<file path="config.mk">
export PLATFORM = sky130hd
export DESIGN_NAME = kwp_frame_packer_top
export DESIGN_NICKNAME = d
export VERILOG_FILES = /design/src/design/kfp_pkg.sv /design/src/design/kfp_seq.sv /design/src/design/kfp_out_reg.sv /design/src/design/kwp_frame_packer_top.sv
export SDC_FILE = /design/constraint.sdc
export NUM_CORES = 1
export LEC_CHECK = 0
export ABC_AREA = 1
export BUFFER_PORTS_ARGS = -buffer_cell sky130_fd_sc_hd__buf_2
export CAP_MARGIN = 40
export CORE_ASPECT_RATIO = 2
export CORE_MARGIN = 2
export CORE_UTILIZATION = 60
export CTS_CLUSTER_DIAMETER = 150
export DETAILED_ROUTE_END_ITERATION = 8
export PLACE_DENSITY_LB_ADDON = 0.12
export SYNTH_ARGS = -nofsm -noshare
export SYNTH_HDL_FRONTEND = slang
export SYNTH_SLANG_ARGS = --single-unit
</file>
<file path="constraint.sdc">
create_clock -name clk -period 7.1 [get_ports clk]
set_input_delay 0.355 -clock clk [delete_from_list [all_inputs] [get_ports clk]]
set_output_delay 0.355 -clock clk [all_outputs]
set_load 0.01 [all_outputs]
</file>
<file path="src/design/kfp_pkg.sv">
`timescale 1ns / 1ps
// ----------------------------------------------------------------------------
// kfp_pkg
// Shared types, codes and header helpers for the KWP2000 frame packer.
// ----------------------------------------------------------------------------
package kfp_pkg;

  typedef logic [7:0] byte_t;
  typedef logic [2:0] mode_t;
  typedef logic [1:0] kind_t;
  typedef logic [1:0] cfg_idx_t;

  // Header formats
  localparam mode_t MODE_8X   = 3'd0;
  localparam mode_t MODE_CX   = 3'd1;
  localparam mode_t MODE_80   = 3'd2;
  localparam mode_t MODE_00   = 3'd3;
  localparam mode_t MODE_LEN  = 3'd4;

  // Result byte kinds
  localparam kind_t KIND_HEADER   = 2'd0;
  localparam kind_t KIND_PAYLOAD  = 2'd1;
  localparam kind_t KIND_CHECKSUM = 2'd2;

  // Configuration register indexes
  localparam cfg_idx_t CFG_FRAME_MODE = 2'd0;
  localparam cfg_idx_t CFG_TARGET     = 2'd1;
  localparam cfg_idx_t CFG_SOURCE     = 2'd2;

  localparam byte_t FMT_8X = 8'h80;
  localparam byte_t FMT_CX = 8'hC0;
  localparam byte_t FMT_00 = 8'h00;

  // Sequencer states
  typedef enum logic [1:0] {
    ST_START,
    ST_HDR,
    ST_PAY,
    ST_SUM
  } seq_state_t;

  // One result byte on its way to the output register
  typedef struct packed {
    logic  valid;
    byte_t data;
    kind_t kind;
    logic  eof;
  } emit_t;

  // Number of header bytes for a mode
  function automatic logic [2:0] hdr_count(input mode_t mode);
    logic [2:0] cnt;
    case (mode)
      MODE_8X: cnt = 3'd3;
      MODE_CX: cnt = 3'd3;
      MODE_80: cnt = 3'd4;
      MODE_00: cnt = 3'd2;
      default: cnt = 3'd1;
    endcase
    return cnt;
  endfunction

  // Header byte at position idx for a mode
  function automatic byte_t hdr_byte(input mode_t mode, input logic [1:0] idx,
                                     input byte_t len, input byte_t tar,
                                     input byte_t src);
    byte_t b;
    b = len;
    case (mode)
      MODE_8X, MODE_CX: begin
        case (idx)
          2'd0:    b = ((mode == MODE_8X) ? FMT_8X : FMT_CX) | len;
          2'd1:    b = tar;
          default: b = src;
        endcase
      end
      MODE_80: begin
        case (idx)
          2'd0:    b = FMT_8X;
          2'd1:    b = tar;
          2'd2:    b = src;
          default: b = len;
        endcase
      end
      MODE_00: begin
        b = (idx == 2'd0) ? FMT_00 : len;
      end
      default: b = len;
    endcase
    return b;
  endfunction

endpackage

</file>
<file path="src/design/kfp_seq.sv">
`timescale 1ns / 1ps
// ----------------------------------------------------------------------------
// kfp_seq
// Message sequencer: walks the held request through header, payload and
// checksum bytes, one byte per cycle unless the output stalls, and keeps the message state.
// ----------------------------------------------------------------------------
module kfp_seq (
  input  logic           clk,
  input  logic           rst_n,
  input  logic           hold_valid,
  input  kfp_pkg::byte_t pb,
  input  kfp_pkg::byte_t len,
  input  kfp_pkg::mode_t mode,
  input  kfp_pkg::byte_t tar,
  input  kfp_pkg::byte_t src,
  input  logic           out_ready,
  output kfp_pkg::emit_t emit,
  output logic           done
);
  import kfp_pkg::*;

  seq_state_t st_r, st_nxt;
  seq_state_t ph;
  logic       in_msg_r, in_msg_nxt;
  byte_t      left_r, left_nxt;
  byte_t      sum_r, sum_nxt;
  logic [1:0] hidx_r, hidx_nxt;
  logic       drop;
  logic       last_hdr;
  byte_t      left_dec;
  logic       fire;

  // Effective phase: a fresh request starts in header or payload
  always_comb begin
    ph   = st_r;
    drop = 1'b0;
    if (st_r == ST_START) begin
      if (in_msg_r) begin
        ph = ST_PAY;
      end else begin
        ph   = ST_HDR;
        drop = (len == 8'd0);
      end
    end
  end

  assign last_hdr = ({1'b0, hidx_r} + 3'd1) == hdr_count(mode);
  assign left_dec = (in_msg_r ? left_r : len) - 8'd1;
  assign fire     = hold_valid && !drop && out_ready;

  // Next state
  always_comb begin
    st_nxt = st_r;
    if (hold_valid) begin
      if (drop) begin
        st_nxt = ST_START;
      end else if (fire) begin
        case (ph)
          ST_HDR:  st_nxt = last_hdr ? ST_PAY : ST_HDR;
          ST_PAY:  st_nxt = (left_dec == 8'd0) ? ST_SUM : ST_START;
          ST_SUM:  st_nxt = ST_START;
          default: st_nxt = ST_START;
        endcase
      end
    end
  end

  // Outputs and message state
  always_comb begin
    emit       = '0;
    done       = 1'b0;
    in_msg_nxt = in_msg_r;
    left_nxt   = left_r;
    sum_nxt    = sum_r;
    hidx_nxt   = hidx_r;
    emit.valid = hold_valid && !drop;
    case (ph)
      ST_HDR: begin
        emit.data = hdr_byte(mode, hidx_r, len, tar, src);
        emit.kind = KIND_HEADER;
      end
      ST_PAY: begin
        emit.data = pb;
        emit.kind = KIND_PAYLOAD;
      end
      default: begin
        emit.data = sum_r;
        emit.kind = KIND_CHECKSUM;
        emit.eof  = 1'b1;
      end
    endcase
    if (hold_valid && drop) begin
      done = 1'b1;
    end else if (fire) begin
      case (ph)
        ST_HDR: begin
          sum_nxt  = sum_r + emit.data;
          hidx_nxt = last_hdr ? 2'd0 : hidx_r + 2'd1;
        end
        ST_PAY: begin
          sum_nxt    = sum_r + emit.data;
          left_nxt   = left_dec;
          in_msg_nxt = 1'b1;
          done       = (left_dec != 8'd0);
        end
        default: begin
          sum_nxt    = 8'd0;
          in_msg_nxt = 1'b0;
          done       = 1'b1;
        end
      endcase
    end
  end

  always_ff @(posedge clk) begin
    if (!rst_n) begin
      st_r     <= ST_START;
      in_msg_r <= 1'b0;
      left_r   <= 8'd0;
      sum_r    <= 8'd0;
      hidx_r   <= 2'd0;
    end else begin
      st_r     <= st_nxt;
      in_msg_r <= in_msg_nxt;
      left_r   <= left_nxt;
      sum_r    <= sum_nxt;
      hidx_r   <= hidx_nxt;
    end
  end

  // Checksum only ever follows the last payload byte
  a_sum_after_last: assert property (@(posedge clk) disable iff (!rst_n)
    st_r == ST_SUM |-> in_msg_r && left_r == 8'd0)
    else $error("checksum state without finished payload");

  // Header index is only live while sending the header
  a_hidx_idle: assert property (@(posedge clk) disable iff (!rst_n)
    st_r != ST_HDR |-> hidx_r == 2'd0)
    else $error("header index left nonzero");

  // Mid-request states need the request still held
  a_hold_mid: assert property (@(posedge clk) disable iff (!rst_n)
    st_r != ST_START |-> hold_valid)
    else $error("sequencer busy without a held request");

endmodule

</file>
<file path="src/design/kfp_out_reg.sv">
`timescale 1ns / 1ps
// ----------------------------------------------------------------------------
// kfp_out_reg
// Result register: holds one framed byte until the receiver takes it.
// ----------------------------------------------------------------------------
module kfp_out_reg (
  input  logic           clk,
  input  logic           rst_n,
  input  kfp_pkg::emit_t emit,
  output logic           load,
  input  logic           out_stall,
  output logic           out_valid,
  output logic [7:0]     out_byte,
  output logic [1:0]     out_byte_kind,
  output logic           out_end_of_frame
);
  import kfp_pkg::*;

  logic  valid_r;
  byte_t data_r;
  kind_t kind_r;
  logic  eof_r;

  // Register is free when empty or being drained this cycle
  assign load = !valid_r || !out_stall;

  always_ff @(posedge clk) begin
    if (!rst_n) begin
      valid_r <= 1'b0;
    end else if (load) begin
      valid_r <= emit.valid;
    end
  end

  always_ff @(posedge clk) begin
    if (load && emit.valid) begin
      data_r <= emit.data;
      kind_r <= emit.kind;
      eof_r  <= emit.eof;
    end
  end

  assign out_valid        = valid_r;
  assign out_byte         = data_r;
  assign out_byte_kind    = kind_r;
  assign out_end_of_frame = eof_r;

endmodule

</file>
<file path="src/design/kwp_frame_packer_top.sv">
`timescale 1ns / 1ps
// ----------------------------------------------------------------------------
// kwp_frame_packer_top
// KWP2000 message framer: header per mode, payload pass-through, sum byte.
// ----------------------------------------------------------------------------
//  channel  | handshake            | payload
//  ---------+----------------------+-------------------------------------------
//  input    | in_valid / in_stall  | in_payload_byte, in_frame_length
//  result   | out_valid / out_stall| out_byte, out_byte_kind, out_end_of_frame
//  config   | cfg_we               | cfg_index, cfg_wdata
//
//  Unstalled, the sequencer sends one result byte per cycle to the output register.
//  A mid-message payload byte yields only itself; a first byte is preceded by
//  the header bytes of the mode, and a last byte is followed by the checksum.
//  Reset (rst_n low, synchronous) clears config, valid flags and message state.
//  A held output stalls the sequencer, which stalls the input register.
// ----------------------------------------------------------------------------
module kwp_frame_packer_top (
  input  logic       clk,
  input  logic       rst_n,
  input  logic       in_valid,
  output logic       in_stall,
  input  logic [7:0] in_payload_byte,
  input  logic [7:0] in_frame_length,
  output logic       out_valid,
  input  logic       out_stall,
  output logic [7:0] out_byte,
  output logic [1:0] out_byte_kind,
  output logic       out_end_of_frame,
  input  logic       cfg_we,
  input  logic [1:0] cfg_index,
  input  logic [7:0] cfg_wdata
);
  import kfp_pkg::*;

  mode_t  mode_r;
  byte_t  tar_r;
  byte_t  src_r;
  logic   hold_v_r;
  byte_t  pb_r;
  byte_t  len_r;
  emit_t  emit;
  logic   done;
  logic   load;

  // Configuration registers
  always_ff @(posedge clk) begin
    if (!rst_n) begin
      mode_r <= MODE_8X;
      tar_r  <= 8'd0;
      src_r  <= 8'd0;
    end else if (cfg_we) begin
      case (cfg_index)
        CFG_FRAME_MODE: mode_r <= cfg_wdata[2:0];
        CFG_TARGET:     tar_r  <= cfg_wdata;
        CFG_SOURCE:     src_r  <= cfg_wdata;
        default:        ;
      endcase
    end
  end

  // Input register: takes a new request when empty or when the held one finishes
  assign in_stall = hold_v_r && !done;

  always_ff @(posedge clk) begin
    if (!rst_n) begin
      hold_v_r <= 1'b0;
    end else if (!in_stall) begin
      hold_v_r <= in_valid;
    end
  end

  always_ff @(posedge clk) begin
    if (!in_stall && in_valid) begin
      pb_r  <= in_payload_byte;
      len_r <= in_frame_length;
    end
  end

  kfp_seq u_seq (
    .clk        (clk),
    .rst_n      (rst_n),
    .hold_valid (hold_v_r),
    .pb         (pb_r),
    .len        (len_r),
    .mode       (mode_r),
    .tar        (tar_r),
    .src        (src_r),
    .out_ready  (load),
    .emit       (emit),
    .done       (done)
  );

  kfp_out_reg u_out (
    .clk              (clk),
    .rst_n            (rst_n),
    .emit             (emit),
    .load             (load),
    .out_stall        (out_stall),
    .out_valid        (out_valid),
    .out_byte         (out_byte),
    .out_byte_kind    (out_byte_kind),
    .out_end_of_frame (out_end_of_frame)
  );

endmodule
</file>
==> impl_metrics.yaml <==
outcome:
  run_status: "finished, final reports clean"
clock_network:
  ctsHoldBuffers: 0
  clock-sinks: 68
  cts.root.buffer_cell: "clkbuf_16"
  cts_max_level: 3
  cts_buffers: 9
  max-clock-path-buffers: 2
  post_cts_resized: 0
  post-cts-setup-buffer-count: 0
  cts_tree: "built"
  cts.clk_slew.worst_paths_ps: 60
  worstSkewPairLatency_ps: 340
place:
  io_buffers: 43
  routability_congestion_estimate: 0.9712
  dpl.cell_count: 545
  postPlaceCellArea_um2: 3885
  detailed_place_hpwl_mm: 6.754
global_routing:
  antenna_violations_before_repair: 0
  grt_pass1_wl_mm: 14.39
  grt-ovfl-total: 0
  grt_start_max_net_pins: 28
  gr-usage-all-layers: 0.2887
  first_global_vias: 3132
worst_hold_path:
  hold_crit_path_type: "primary input to flop"
  min_to: "pb_r[1]$_DFFE_PP_"
  hp-start: "in_payload_byte[1]"
  worst_hold_path.num_cells: 1
yosys:
  synth_top_flop_cell: "dfxtp_1"
  post_synthesis_cell_type_count: 43
  proportion_of_register_bits_with_asynchronous_set_or_reset_after_synthesis: 0
  netlist_area_um2: 3672
  netlist.area_leader.share: 0.2290
  edff_count_synth: 26
  synth.area.top_cells: "dfxtp_1 23%, edfxtp_1 21%, nand2_1 8.3%"
  synth-seq-area-share: 0.4416
  synth_seq_cells: 68
  synthesis.instances: 449
  syn_area_per_cell_um2: 8.179
  synth.top_cells.by_count: "81 x nand2_1, 53 x inv_1, 42 x dfxtp_1, 40 x o21ai_0, 38 x nor2_1"
  synth.largest_area_cell: "dfxtp_1"
  syn_nets: 494
  ys.warnings.count: 0
  synthMostInstantiatedCell: "nand2_1"
critical_path:
  worstSetupPathType: "flop to flop"
  worst-path-max-fanout: 6
  worst_setup_path_end_kind: "flop"
  r2r_start: "u_seq.hidx_r[0]$_SDFFE_PN0P_"
  cp.arrival_ps: 3500
  cp.required_ps: 7300
  worst-r2r-cell-count: 21
  worst_r2r_endpoint: "u_seq.sum_r[6]$_SDFFE_PN0P_"
  worst_setup_path_startpoint: "u_seq.hidx_r[0]$_SDFFE_PN0P_"
  cp-start-kind: "flop"
  timing.reg2reg.setup_slack_ps: 3800
timing:
  fin_setup_tns_ps: 0
  final.period_utilization: 0.4654
  timing.final.setup_violations: 0
  min_period_ps: 3304
  finClkSkew_ps: 8.304
  report.final.hold_viol_count: 0
  max_freq_mhz: 302.7
  worst_slew_pin_slew_ps: 789.7
  whs_ps: 192.6
  final-max-slew-violation-count: 0
  relSlewSlack: 0.4695
  grt_setup_unrepaired: "no"
die:
  floorplan.io_pins: 44
  die_area_um2: 6800
  initial_utilization: 0.6166
  die_w_um: 59.32
  coreArea_um2: 5956
  die_h_um: 114.6
  num_rows: 40
power:
  power-per-cell-area_nw_per_um2: 271.1
  irDropWorstVdd_mv: 0.2336
  totalPowerFinal_mw: 1.132
  leakagePower_nw: 1.792
detailed_routing:
  via_count: 3207
  dr_wl_met3_um: 396
  initial_drt_pass_iterations: 4
  uppermost_metal_layer_occupied_by_signal_nets: "met4"
  dr_wl_met2_mm: 4.790
  drc_errors_left: 0
  postRouteAntennaNets: 0
  vias_per_cell: 5.717
  route.final.wire_length_mm: 8.793
  wl_met1_mm: 3.221
  avgRoutedWirePerCell_um: 15.67
  detailedRoute.firstIterationViolations: 155
final_layout:
  layout-drive-gt1-share: 0.2229
  antennaDiodeCount: 0
  nNetsFinal: 538
  synthToLayoutAreaGrowth_pct: 13.76
  final_area_um2: 4178
  non_filler_instance_count_after_layout: 561
flow_run:
  timing.max_cap.violations: 0
[stage by stage]
step | setup slack (ps) | util
after floorplan | 4410 | -
after global placement | 3958 | 0.6523
after detailed placement | 3898 | 0.6523
after CTS | 3885 | 0.7015
after global routing | 3533 | 0.7015
final | 3796 | 0.7015
[placed cells by master (no fill, tap or decap), types with 5 or more instances in the layout]
| cell | count |
|---|---|
| inv_2 | 12 |
| dfxtp_1 | 42 |
| nand3_1 | 21 |
| nor2_1 | 38 |
| inv_1 | 53 |
| nor2_4 | 5 |
| clkbuf_16 | 9 |
| a21oi_1 | 36 |
| o22ai_1 | 5 |
| o21ai_2 | 7 |
| o21ai_1 | 5 |
| nand2_1 | 81 |
| o21ai_0 | 40 |
| ha_1 | 13 |
| nand2_2 | 7 |
| buf_2 | 43 |
| edfxtp_1 | 26 |
[critical path, cell delays in order, from the launching register on]
cell      delay, ps
dfxtp_1         400
inv_1           120
ha_1            250
inv_1           170
nand2_1         110
o221ai_1        200
nand2_1          90
o311ai_0        130
o21ai_0         180
nand2_1          80
o21ai_0         130
fa_1            440
nor2_1          140
o21ai_0         130
nand2_1         110
nand2_1          80
nand2_1          70
a21oi_1          70
nor2_1           90
nor2_1           50
nand2_1          60
a21oi_1          60
[report_power, final]
part | total, mW | leakage, nW | internal (mW) | switching (mW)
Combinational | 0.236 | 1.06 | 0.0821 | 0.154
Sequential | 0.463 | 0.592 | 0.441 | 0.0221
Clock | 0.433 | 0.137 | 0.269 | 0.164
Total | 1.13 | 1.79 | 0.793 | 0.340
[area by class of cell]
class                   instances  area, µm²
fillers                       496       1778
multi-input cells             302       1699
flip-flops and latches         68       1622
inverters                      68      262.8
clock buffers                   9      225.2
repair buffers                 44      222.7
well taps                      63      78.83
clock inverters                 7      67.56
[how the worst max path moves through the flow]
stage,slack (ps),depth (start not counted),endpoint
finish,3800,21,u_seq.sum_r[6]$_SDFFE_PN0P_
global route,3530,20,u_seq.sum_r[6]$_SDFFE_PN0P_
CTS,3890,20,u_seq.sum_r[6]$_SDFFE_PN0P_
detailed placement,3900,20,u_seq.sum_r[6]$_SDFFE_PN0P_
global placement,3960,20,u_seq.sum_r[6]$_SDFFE_PN0P_
floorplan,4410,20,u_seq.sum_r[6]$_SDFFE_PN0P_
[state kept, by name (all words and copies together) (netlist names)]
name / flops
u_seq.left_r: 8
hold_v_r: 1
u_out.out_byte: 8
u_out.out_end_of_frame: 1
u_out.out_valid: 1
u_seq.st_r: 2
len_r: 8
src_r: 8
tar_r: 8
u_seq.sum_r: 8
mode_r: 3
pb_r: 8
u_seq.in_msg_r: 1
u_out.out_byte_kind: 1
u_seq.hidx_r: 2
[layer usage]
metal	global-route usage	up-vias
li1	-	1589
met1	0.2970	1483
met2	0.5018	105
met3	0.05763	30
met4	0.1924	0
met5	0	-
[cell families (layout without fill, tap and decap cells)]
kind of cell	Yosys count	in the layout	synth area share
fa+ha+maj	14	14	0.04975
buf+inv	79	128	0.09574
xor+xnor	1	1	0.004430
flops	68	68	0.4416
compound gates	116	116	0.1874
simple gates	171	171	0.2211
Power figures use the tool's default switching activity.
